===== src/rtl/ple_pkg.sv =====
`timescale 1ns / 1ps

package ple_pkg;

  localparam int unsigned OpW  = 3;
  localparam int unsigned PosW = 5;

  // request codes
  localparam logic [OpW-1:0] OP_GET    = 3'd0;
  localparam logic [OpW-1:0] OP_INSERT = 3'd1;
  localparam logic [OpW-1:0] OP_DELETE = 3'd2;
  localparam logic [OpW-1:0] OP_SEARCH = 3'd3;
  localparam logic [OpW-1:0] OP_CLEAR  = 3'd4;

  // result status codes
  localparam logic [1:0] ST_OK        = 2'd0;
  localparam logic [1:0] ST_BAD_POS   = 2'd1;
  localparam logic [1:0] ST_FULL      = 2'd2;
  localparam logic [1:0] ST_NOT_FOUND = 2'd3;

  // probe token walking down the chain
  typedef struct packed {
    logic valid;
    logic hit;
  } probe_t;

  // broadcast from the controller to every cell
  typedef struct packed {
    logic [OpW-1:0]  op;
    logic [PosW-1:0] pos;
    logic            ins_commit;
    logic            del_commit;
  } cell_ctl_t;

endpackage


===== src/rtl/positional_list_engine.sv =====
`timescale 1ns / 1ps

// Bounded ordered list of up to CAPACITY words, one word per cell in a chain.
// A request (get, insert, delete, search, clear) is taken on a clock edge with
// start high and busy low; its single result is shown on the result ports for
// exactly one cycle with done_o high, and the receiver cannot stall it, so it
// must take the word in that cycle. busy stays high from the accepting edge
// until done_o rises, so a new start can be taken on the edge on which the
// result is taken; the block works on one request at a time.
// The probe token walks the cell chain one cell per cycle to pick up the
// addressed word or the first match; the shift for insert and delete then
// happens in all cells at once on the final edge.
// Positions are 1-based. Status: ok, bad position, list full, not found.

module positional_list_engine #(
  parameter int unsigned CAPACITY   = 16,
  parameter int unsigned DATA_WIDTH = 32
) (
  input  logic                     clk_i,
  input  logic                     rst_ni,
  input  logic                     start,
  output logic                     busy,
  input  logic [2:0]               op_i,
  input  logic [4:0]               position_i,
  input  logic signed [31:0]       value_in_i,
  output logic                     done_o,
  output logic [1:0]               status_o,
  output logic signed [31:0]       value_out_o,
  output logic [4:0]               found_index_o,
  output logic [4:0]               list_length_o,
  output logic                     is_empty_o
);

  localparam int unsigned LenW = $clog2(CAPACITY + 1);
  localparam int unsigned IdxW = $clog2(CAPACITY);

  // chain wiring: entry k feeds cell k, entry CAPACITY leaves the last cell
  ple_pkg::probe_t        probe_w [CAPACITY+1];
  logic [DATA_WIDTH-1:0]  pword_w [CAPACITY+1];
  logic [IdxW-1:0]        pidx_w  [CAPACITY+1];
  logic [DATA_WIDTH-1:0]  word_w  [CAPACITY];

  ple_pkg::cell_ctl_t     ctl;
  logic [DATA_WIDTH-1:0]  val;
  logic [LenW-1:0]        len;

  ple_ctrl #(
    .CAPACITY   (CAPACITY),
    .DATA_WIDTH (DATA_WIDTH)
  ) u_ctrl (
    .clk_i         (clk_i),
    .rst_ni        (rst_ni),
    .start_i       (start),
    .busy_o        (busy),
    .op_i          (op_i),
    .position_i    (position_i),
    .value_in_i    (value_in_i),
    .launch_o      (probe_w[0]),
    .ctl_o         (ctl),
    .val_o         (val),
    .len_o         (len),
    .probe_i       (probe_w[CAPACITY]),
    .pword_i       (pword_w[CAPACITY]),
    .pidx_i        (pidx_w[CAPACITY]),
    .done_o        (done_o),
    .status_o      (status_o),
    .value_out_o   (value_out_o),
    .found_index_o (found_index_o),
    .list_length_o (list_length_o),
    .is_empty_o    (is_empty_o)
  );

  // probe enters the chain carrying nothing
  assign pword_w[0] = '0;
  assign pidx_w[0]  = '0;

  for (genvar k = 0; k < CAPACITY; k++) begin : g_cell
    logic [DATA_WIDTH-1:0] left_w, right_w;

    // head has no left neighbour and the tail no right one; those inputs
    // are never selected for any cell that holds a live word
    if (k == 0) begin : g_head
      assign left_w = val;
    end else begin : g_mid_l
      assign left_w = word_w[k-1];
    end
    if (k == CAPACITY - 1) begin : g_tail
      assign right_w = word_w[k];
    end else begin : g_mid_r
      assign right_w = word_w[k+1];
    end

    ple_cell #(
      .CAPACITY   (CAPACITY),
      .DATA_WIDTH (DATA_WIDTH),
      .INDEX      (k)
    ) u_cell (
      .clk_i        (clk_i),
      .rst_ni       (rst_ni),
      .ctl_i        (ctl),
      .val_i        (val),
      .len_i        (len),
      .left_word_i  (left_w),
      .right_word_i (right_w),
      .word_o       (word_w[k]),
      .probe_i      (probe_w[k]),
      .pword_i      (pword_w[k]),
      .pidx_i       (pidx_w[k]),
      .probe_o      (probe_w[k+1]),
      .pword_o      (pword_w[k+1]),
      .pidx_o       (pidx_w[k+1])
    );
  end

endmodule


===== src/rtl/ple_cell.sv =====
`timescale 1ns / 1ps

module ple_cell #(
  parameter int unsigned CAPACITY   = 16,
  parameter int unsigned DATA_WIDTH = 32,
  parameter int unsigned INDEX      = 0
) (
  input  logic                                clk_i,
  input  logic                                rst_ni,
  input  ple_pkg::cell_ctl_t                  ctl_i,
  input  logic [DATA_WIDTH-1:0]               val_i,
  input  logic [$clog2(CAPACITY+1)-1:0]       len_i,
  input  logic [DATA_WIDTH-1:0]               left_word_i,
  input  logic [DATA_WIDTH-1:0]               right_word_i,
  output logic [DATA_WIDTH-1:0]               word_o,
  input  ple_pkg::probe_t                     probe_i,
  input  logic [DATA_WIDTH-1:0]               pword_i,
  input  logic [$clog2(CAPACITY)-1:0]         pidx_i,
  output ple_pkg::probe_t                     probe_o,
  output logic [DATA_WIDTH-1:0]               pword_o,
  output logic [$clog2(CAPACITY)-1:0]         pidx_o
);

  localparam int unsigned LenW = $clog2(CAPACITY + 1);
  localparam int unsigned IdxW = $clog2(CAPACITY);
  localparam int unsigned CmpW = ((LenW > ple_pkg::PosW) ? LenW : ple_pkg::PosW) + 1;

  logic [DATA_WIDTH-1:0] word_q, word_d;
  ple_pkg::probe_t       probe_q, probe_d;
  logic [DATA_WIDTH-1:0] pword_q, pword_d;
  logic [IdxW-1:0]       pidx_q, pidx_d;

  logic [CmpW-1:0] pos_ext;
  logic [CmpW-1:0] my_pos;   // 1-based place of this cell
  logic            rd_op;
  logic            sel;

  assign pos_ext = CmpW'(ctl_i.pos);
  assign my_pos  = CmpW'(INDEX + 1);
  assign rd_op   = (ctl_i.op == ple_pkg::OP_GET) || (ctl_i.op == ple_pkg::OP_DELETE);

  always_comb begin
    if (rd_op) begin
      sel = (my_pos == pos_ext);
    end else begin
      sel = (ctl_i.op == ple_pkg::OP_SEARCH) && (CmpW'(INDEX) < CmpW'(len_i)) &&
            (word_q == val_i);
    end
    sel = sel && probe_i.valid && !probe_i.hit;

    probe_d.valid = probe_i.valid;
    probe_d.hit   = probe_i.hit | sel;
    pword_d       = sel ? word_q : pword_i;
    pidx_d        = sel ? IdxW'(INDEX) : pidx_i;
  end

  // shift on commit: insert pulls from the left, delete from the right
  always_comb begin
    word_d = word_q;
    priority if (ctl_i.ins_commit) begin
      if (my_pos == pos_ext) begin
        word_d = val_i;
      end else if (my_pos > pos_ext) begin
        word_d = left_word_i;
      end
    end else if (ctl_i.del_commit) begin
      if (my_pos >= pos_ext) begin
        word_d = right_word_i;
      end
    end else begin
      word_d = word_q;
    end
  end

  always_ff @(posedge clk_i or negedge rst_ni) begin
    if (!rst_ni) begin
      probe_q <= '0;
    end else begin
      probe_q <= probe_d;
    end
  end

  always_ff @(posedge clk_i) begin
    word_q  <= word_d;
    pword_q <= pword_d;
    pidx_q  <= pidx_d;
  end

  assign word_o  = word_q;
  assign probe_o = probe_q;
  assign pword_o = pword_q;
  assign pidx_o  = pidx_q;

endmodule


===== src/rtl/ple_ctrl.sv =====
`timescale 1ns / 1ps

module ple_ctrl #(
  parameter int unsigned CAPACITY   = 16,
  parameter int unsigned DATA_WIDTH = 32
) (
  input  logic                          clk_i,
  input  logic                          rst_ni,
  input  logic                          start_i,
  output logic                          busy_o,
  input  logic [ple_pkg::OpW-1:0]       op_i,
  input  logic [ple_pkg::PosW-1:0]      position_i,
  input  logic signed [31:0]            value_in_i,
  output ple_pkg::probe_t               launch_o,
  output ple_pkg::cell_ctl_t            ctl_o,
  output logic [DATA_WIDTH-1:0]         val_o,
  output logic [$clog2(CAPACITY+1)-1:0] len_o,
  input  ple_pkg::probe_t               probe_i,
  input  logic [DATA_WIDTH-1:0]         pword_i,
  input  logic [$clog2(CAPACITY)-1:0]   pidx_i,
  output logic                          done_o,
  output logic [1:0]                    status_o,
  output logic signed [31:0]            value_out_o,
  output logic [4:0]                    found_index_o,
  output logic [4:0]                    list_length_o,
  output logic                          is_empty_o
);

  localparam int unsigned LenW = $clog2(CAPACITY + 1);
  localparam int unsigned IdxW = $clog2(CAPACITY);
  localparam int unsigned CmpW = ((LenW > ple_pkg::PosW) ? LenW : ple_pkg::PosW) + 1;

  logic                       busy_q, busy_d;
  logic                       launch_q;
  logic [ple_pkg::OpW-1:0]    op_q;
  logic [ple_pkg::PosW-1:0]   pos_q;
  logic [DATA_WIDTH-1:0]      val_q;
  logic [LenW-1:0]            len_q, len_d;
  logic                       done_q;
  logic [1:0]                 status_q, status_d;
  logic signed [31:0]         vout_q, vout_d;
  logic [4:0]                 fidx_q, fidx_d;

  logic            accept;
  logic            fin;
  logic            pos_zero;
  logic [CmpW-1:0] pos_ext, len_ext;
  logic            bad_rd, bad_ins, full;
  logic            ins_ok, del_ok;
  logic [IdxW:0]   idx_p1;

  assign accept   = start_i && !busy_q;
  assign fin      = probe_i.valid;
  assign pos_zero = (pos_q == '0);
  assign pos_ext  = CmpW'(pos_q);
  assign len_ext  = CmpW'(len_q);
  assign bad_rd   = pos_zero || (pos_ext > len_ext);
  assign bad_ins  = pos_zero || (pos_ext > (len_ext + CmpW'(1)));
  assign full     = (len_q == LenW'(CAPACITY));
  assign idx_p1   = {1'b0, pidx_i} + (IdxW+1)'(1);

  always_comb begin
    status_d = ple_pkg::ST_OK;
    vout_d   = '0;
    fidx_d   = '0;
    len_d    = len_q;
    ins_ok   = 1'b0;
    del_ok   = 1'b0;
    unique case (op_q)
      ple_pkg::OP_GET: begin
        if (bad_rd) begin
          status_d = ple_pkg::ST_BAD_POS;
        end else begin
          vout_d = 32'($signed(pword_i));
        end
      end
      ple_pkg::OP_INSERT: begin
        if (bad_ins) begin
          status_d = ple_pkg::ST_BAD_POS;
        end else if (full) begin
          status_d = ple_pkg::ST_FULL;
        end else begin
          ins_ok = 1'b1;
          len_d  = len_q + LenW'(1);
        end
      end
      ple_pkg::OP_DELETE: begin
        if (bad_rd) begin
          status_d = ple_pkg::ST_BAD_POS;
        end else begin
          vout_d = 32'($signed(pword_i));
          del_ok = 1'b1;
          len_d  = len_q - LenW'(1);
        end
      end
      ple_pkg::OP_SEARCH: begin
        if (probe_i.hit) begin
          fidx_d = 5'(idx_p1);
        end else begin
          status_d = ple_pkg::ST_NOT_FOUND;
        end
      end
      ple_pkg::OP_CLEAR: begin
        len_d = '0;
      end
      default: begin
      end
    endcase
  end

  always_comb begin
    busy_d = busy_q;
    if (accept) begin
      busy_d = 1'b1;
    end else if (fin) begin
      busy_d = 1'b0;
    end
  end

  always_ff @(posedge clk_i or negedge rst_ni) begin
    if (!rst_ni) begin
      busy_q   <= 1'b0;
      launch_q <= 1'b0;
      done_q   <= 1'b0;
      len_q    <= '0;
    end else begin
      busy_q   <= busy_d;
      launch_q <= accept;
      done_q   <= fin;
      if (fin) begin
        len_q <= len_d;
      end
    end
  end

  always_ff @(posedge clk_i) begin
    if (accept) begin
      op_q  <= op_i;
      pos_q <= position_i;
      val_q <= DATA_WIDTH'(value_in_i);
    end
    if (fin) begin
      status_q <= status_d;
      vout_q   <= vout_d;
      fidx_q   <= fidx_d;
    end
  end

  assign busy_o          = busy_q;
  assign launch_o.valid  = launch_q;
  assign launch_o.hit    = 1'b0;
  assign ctl_o.op        = op_q;
  assign ctl_o.pos       = pos_q;
  assign ctl_o.ins_commit = fin && ins_ok;
  assign ctl_o.del_commit = fin && del_ok;
  assign val_o           = val_q;
  assign len_o           = len_q;

  assign done_o        = done_q;
  assign status_o      = status_q;
  assign value_out_o   = vout_q;
  assign found_index_o = fidx_q;
  assign list_length_o = 5'(len_q);
  assign is_empty_o    = (len_q == '0);

endmodule

===== config.mk =====
export PLATFORM = sky130hd
export DESIGN_NAME = positional_list_engine
export DESIGN_NICKNAME = d
export VERILOG_FILES = /design/src/rtl/ple_pkg.sv /design/src/rtl/positional_list_engine.sv /design/src/rtl/ple_cell.sv /design/src/rtl/ple_ctrl.sv
export SDC_FILE = /design/constraint.sdc
export NUM_CORES = 2
export LEC_CHECK = 0
export BUFFER_PORTS_ARGS = -buffer_cell sky130_fd_sc_hd__buf_2
export CORE_UTILIZATION = 45
export DETAILED_ROUTE_END_ITERATION = 10
export PLACE_DENSITY = 0.64
export SKIP_CTS_REPAIR_TIMING = 1
export SLEW_MARGIN = 20
export SYNTH_ARGS = -nofsm -noshare
export SYNTH_HDL_FRONTEND = slang
export SYNTH_SLANG_ARGS = --single-unit

===== constraint.sdc =====
create_clock -name clk_i -period 5.5 [get_ports clk_i]
set_input_delay 0.275 -clock clk_i [delete_from_list [all_inputs] [get_ports clk_i]]
set_output_delay 0.275 -clock clk_i [all_outputs]
set_load 0.005 [all_outputs]

==> results.json <==
{
  "cts-root-buf": "clkbuf_16",
  "synth_top_family_by_area": "multiplexers",
  "remaining_drc_errors": 0,
  "synth-simple-area-share_pct": 7.729,
  "yosysTopAreaCellShare_pct": 32.62,
  "synth_cells": 4507,
  "synth-adder-area-share_pct": 0.3220,
  "num_vias": 33940,
  "viasPerCell": 5.417,
  "cp-end-kind": "flip-flop",
  "syn_to_final_growth_pct": 12.41,
  "gr-total-overflow": 0,
  "finalSetupViolCount": 0,
  "finalMaxSlewViolations": 0,
  "ys_warn_count": 0,
  "synth.net_count": 4564,
  "hpwl_mm": 111.2,
  "crit_type": "reg2reg",
  "first_pass_iters": 5,
  "worst_slew_pin_slew_ns": 1.211,
  "final-seq-area_sq_um": 29980,
  "grt_max_degree": 169,
  "die_x_microns": 349.7,
  "max_slew_margin_pct": 19.07,
  "fin_cells": 6266,
  "antenna_left": 0,
  "rows": 127,
  "cts_made_buffers": 131,
  "fp.coreArea_sq_um": 120000,
  "antenna_found_initial": 2,
  "drive_above_1_share_pct": 21.36,
  "ys_ff_latch": 1192,
  "cts_buffer_depth": 3,
  "layout.cells.most_common": "edfxtp_1",
  "grt_pass1_vias": 33790,
  "synth_top_area_cell": "edfxtp_1",
  "fin_nets": 4605,
  "hp-class": "in2async",
  "final.setup_skew_ns": 0.03783,
  "routed_wl_mm": 153.8,
  "fmax_ghz": 0.2442,
  "grt_pass1_wl_mm": 226.8,
  "finalSetupTns_ns": 0,
  "die-area_sq_um": 122300,
  "htree_levels": 4,
  "worst_path_max_delay_cell": "nor2_4",
  "multi_input_area_sq_um": 22930,
  "ys_seq_area_share_pct": 55.10,
  "synth_cell_types": 65,
  "gp_congestion": 0.8787,
  "rsz0062_at_grt": "false",
  "start_util_pct": 45.35,
  "path_common_cell": "ha_1",
  "ir_drop_mv": 0.3392,
  "wl_per_cell_microns": 24.54,
  "synthTopCellsByArea": "edfxtp_1 33%, dfxtp_1 21%, mux2_2 9.1%, mux2i_1 8.3%, xor2_1 5.3%",
  "async_flop_share_pct": 3.356,
  "start_kind": "flip-flop",
  "worstPathCellList": "ha_1 -> nand3_1 -> xnor2_1 -> ha_1 -> and3_1 -> o21ai_0 -> a31oi_1 -> nor3_1 -> o21ai_4 -> buf_4 -> nor2_4",
  "io_pins": 90,
  "io_buffers": 89,
  "period_share_pct": 74.47,
  "cap_viol_max_count": 0,
  "synth_area_sq_um": 54410,
  "status": "finished, final reports clean",
  "crit_fanout": 32,
  "place_ws_ns": 1.391,
  "power_density_nw_per_um2": 344.6,
  "nFillCells": 10490,
  "worst_slack_ns": 1.404,
  "synth-edff-count": 591,
  "dp_cells": 5984,
  "final-hold-violation-count": 0,
  "p_leak_nw": 25.19,
  "finalCriticalPeriod_ns": 4.096,
  "clk_latency_ns": 0.76,
  "drt_iter0_markers": 3068,
  "synth-compound-area-share_pct": 5.252,
  "die_y_microns": 349.7,
  "slowest_delay_ns": 0.88,
  "worst_ep_required_time_ns": 5.85,
  "synth_top_flop_cell": "edfxtp_1",
  "final_cell_mix": "591 x edfxtp_1, 561 x dfxtp_1, 479 x nor2_1, 460 x a21oi_1, 449 x mux2i_1",
  "arrival_ns": 4.45,
  "synth_xor_area_share_pct": 8.274,
  "grt_util_all_layers_pct": 24.93,
  "dpl-instance-area_sq_um": 56550,
  "power.total_mw": 21.08,
  "syn_avg_cell_area_sq_um": 12.07,
  "yosys-mux-area-fraction_pct": 20.10,
  "cts_tree": "yes",
  "design_area_sq_um": 61160,
  "clock-sinks": 1192,
  "clk_pin_slew_worst_paths_ns": 0.06
}
## Yosys cell counts, types with 3 or more instances
| master | number |
|---|---|
| a211oi_1 | 5 |
| a21o_1 | 4 |
| a21oi_1 | 464 |
| a31oi_1 | 8 |
| and2_1 | 43 |
| and3_1 | 40 |
| buf_1 | 26 |
| buf_2 | 115 |
| buf_4 | 15 |
| buf_6 | 15 |
| clkbuf_1 | 180 |
| dfrtp_1 | 40 |
| dfxtp_1 | 561 |
| edfxtp_1 | 591 |
| ha_1 | 14 |
| inv_1 | 29 |
| mux2_1 | 30 |
| mux2_2 | 438 |
| mux2_4 | 78 |
| mux2i_1 | 449 |
| nand2_1 | 30 |
| nand2b_1 | 22 |
| nand3_1 | 23 |
| nand4_1 | 60 |
| nor2_1 | 487 |
| nor2b_1 | 16 |
| nor3_1 | 26 |
| nor3_4 | 4 |
| nor4_1 | 85 |
| o211ai_1 | 8 |
| o21ai_0 | 15 |
| o21bai_1 | 5 |
| o31ai_1 | 3 |
| or2_2 | 24 |
| or3_1 | 3 |
| or4_1 | 3 |
| xnor2_1 | 183 |
| xor2_1 | 331 |
## logic make-up (layout without fill, tap and decap cells)
logic type	count (synthesis)	count (layout)
flops	1192	1192
mux	995	995
simple gates	876	876
compound gates	535	535
xor+xnor	514	514
buf+inv	381	527
fa+ha+maj	14	14
other cells	0	1
## area by class of cell
type	instances	share of cell area, %
antenna	1	0.004092
multi-input combinational	2934	37.49
sequential	1192	49.02
clock buffer	204	6.436
timing repair buffer	260	3.232
clock inverter	34	0.3437
inverter	29	0.1780
tap	1612	3.298
## critical path: cells and delay by family (launching register included)
| family | cells | cell delay [ns] |
|---|---|---|
| adder cells (fa/ha/maj) | 2 | 0.62 |
| AND/OR/NAND/NOR | 4 | 1.53 |
| XOR/XNOR | 1 | 0.25 |
| buffers and inverters | 1 | 0.29 |
| AO/OA/AOI/OAI | 3 | 0.37 |
| flip-flops | 1 | 0.58 |
## flip-flops by register name, summed over array words and instances (netlist names)
register and flops:
g_cell.u_cell.word_o 512, u_ctrl.pos_q 5, u_ctrl.status_o 2, u_ctrl.found_index_o 5, g_cell.u_cell.pword_o 512, u_ctrl.len_o 5, u_ctrl.busy_o 1, g_cell.u_cell.probe_o 32
g_cell.u_cell.pidx_o 49, u_ctrl.launch_q 1, u_ctrl.value_out_o 32, u_ctrl.op_q 3, u_ctrl.done_o 1, u_ctrl.val_o 32
## stage by stage
| step | utilization (%) | hold WS (ns) |
|---|---|---|
| finish | 50.98 | 0.1407 |
| global route | 50.98 | 0.2112 |
| CTS | 50.59 | -0.4111 |
| detailed placement | 47.14 | 0.3682 |
| global placement | 47.14 | 0.3603 |
| floorplan | - | -0.02059 |
## where the power goes
part           switching, mW  internal, mW
clock network           3.56          4.97
registers              0.342          9.60
logic                   1.71         0.895
## final timing paths
path / startpoint / to / slack (ns) / cells after the start
max: u_ctrl.len_o[0] / g_cell[0].u_cell.word_o[16] / 1.40 / 11
max in group asynchronous: rst_ni / g_cell[1].u_cell.probe_o[1] / 4.91 / 3
min in group clk_i: value_in_i[1] / u_ctrl.val_o[1] / 0.24 / 2
max reg2reg: u_ctrl.len_o[0] / g_cell[0].u_cell.word_o[16] / 1.40 / 11
min: rst_ni / u_ctrl.done_o / 0.14 / 3
min reg2reg: g_cell[14].u_cell.probe_o[1] / g_cell[15].u_cell.probe_o[1] / 0.38 / 0
## per-layer routing
layer | track usage (%) | vias up | share of wire, %
met1 | 33.46 | 16520 | 44
met4 | 11.81 | 0 | 4.5
li1 | - | 16080 | -
met3 | 2.743 | 240 | 4.6
met2 | 40.29 | 1106 | 47
met5 | 0 | - | 0
(Power assumes the default switching activity.)
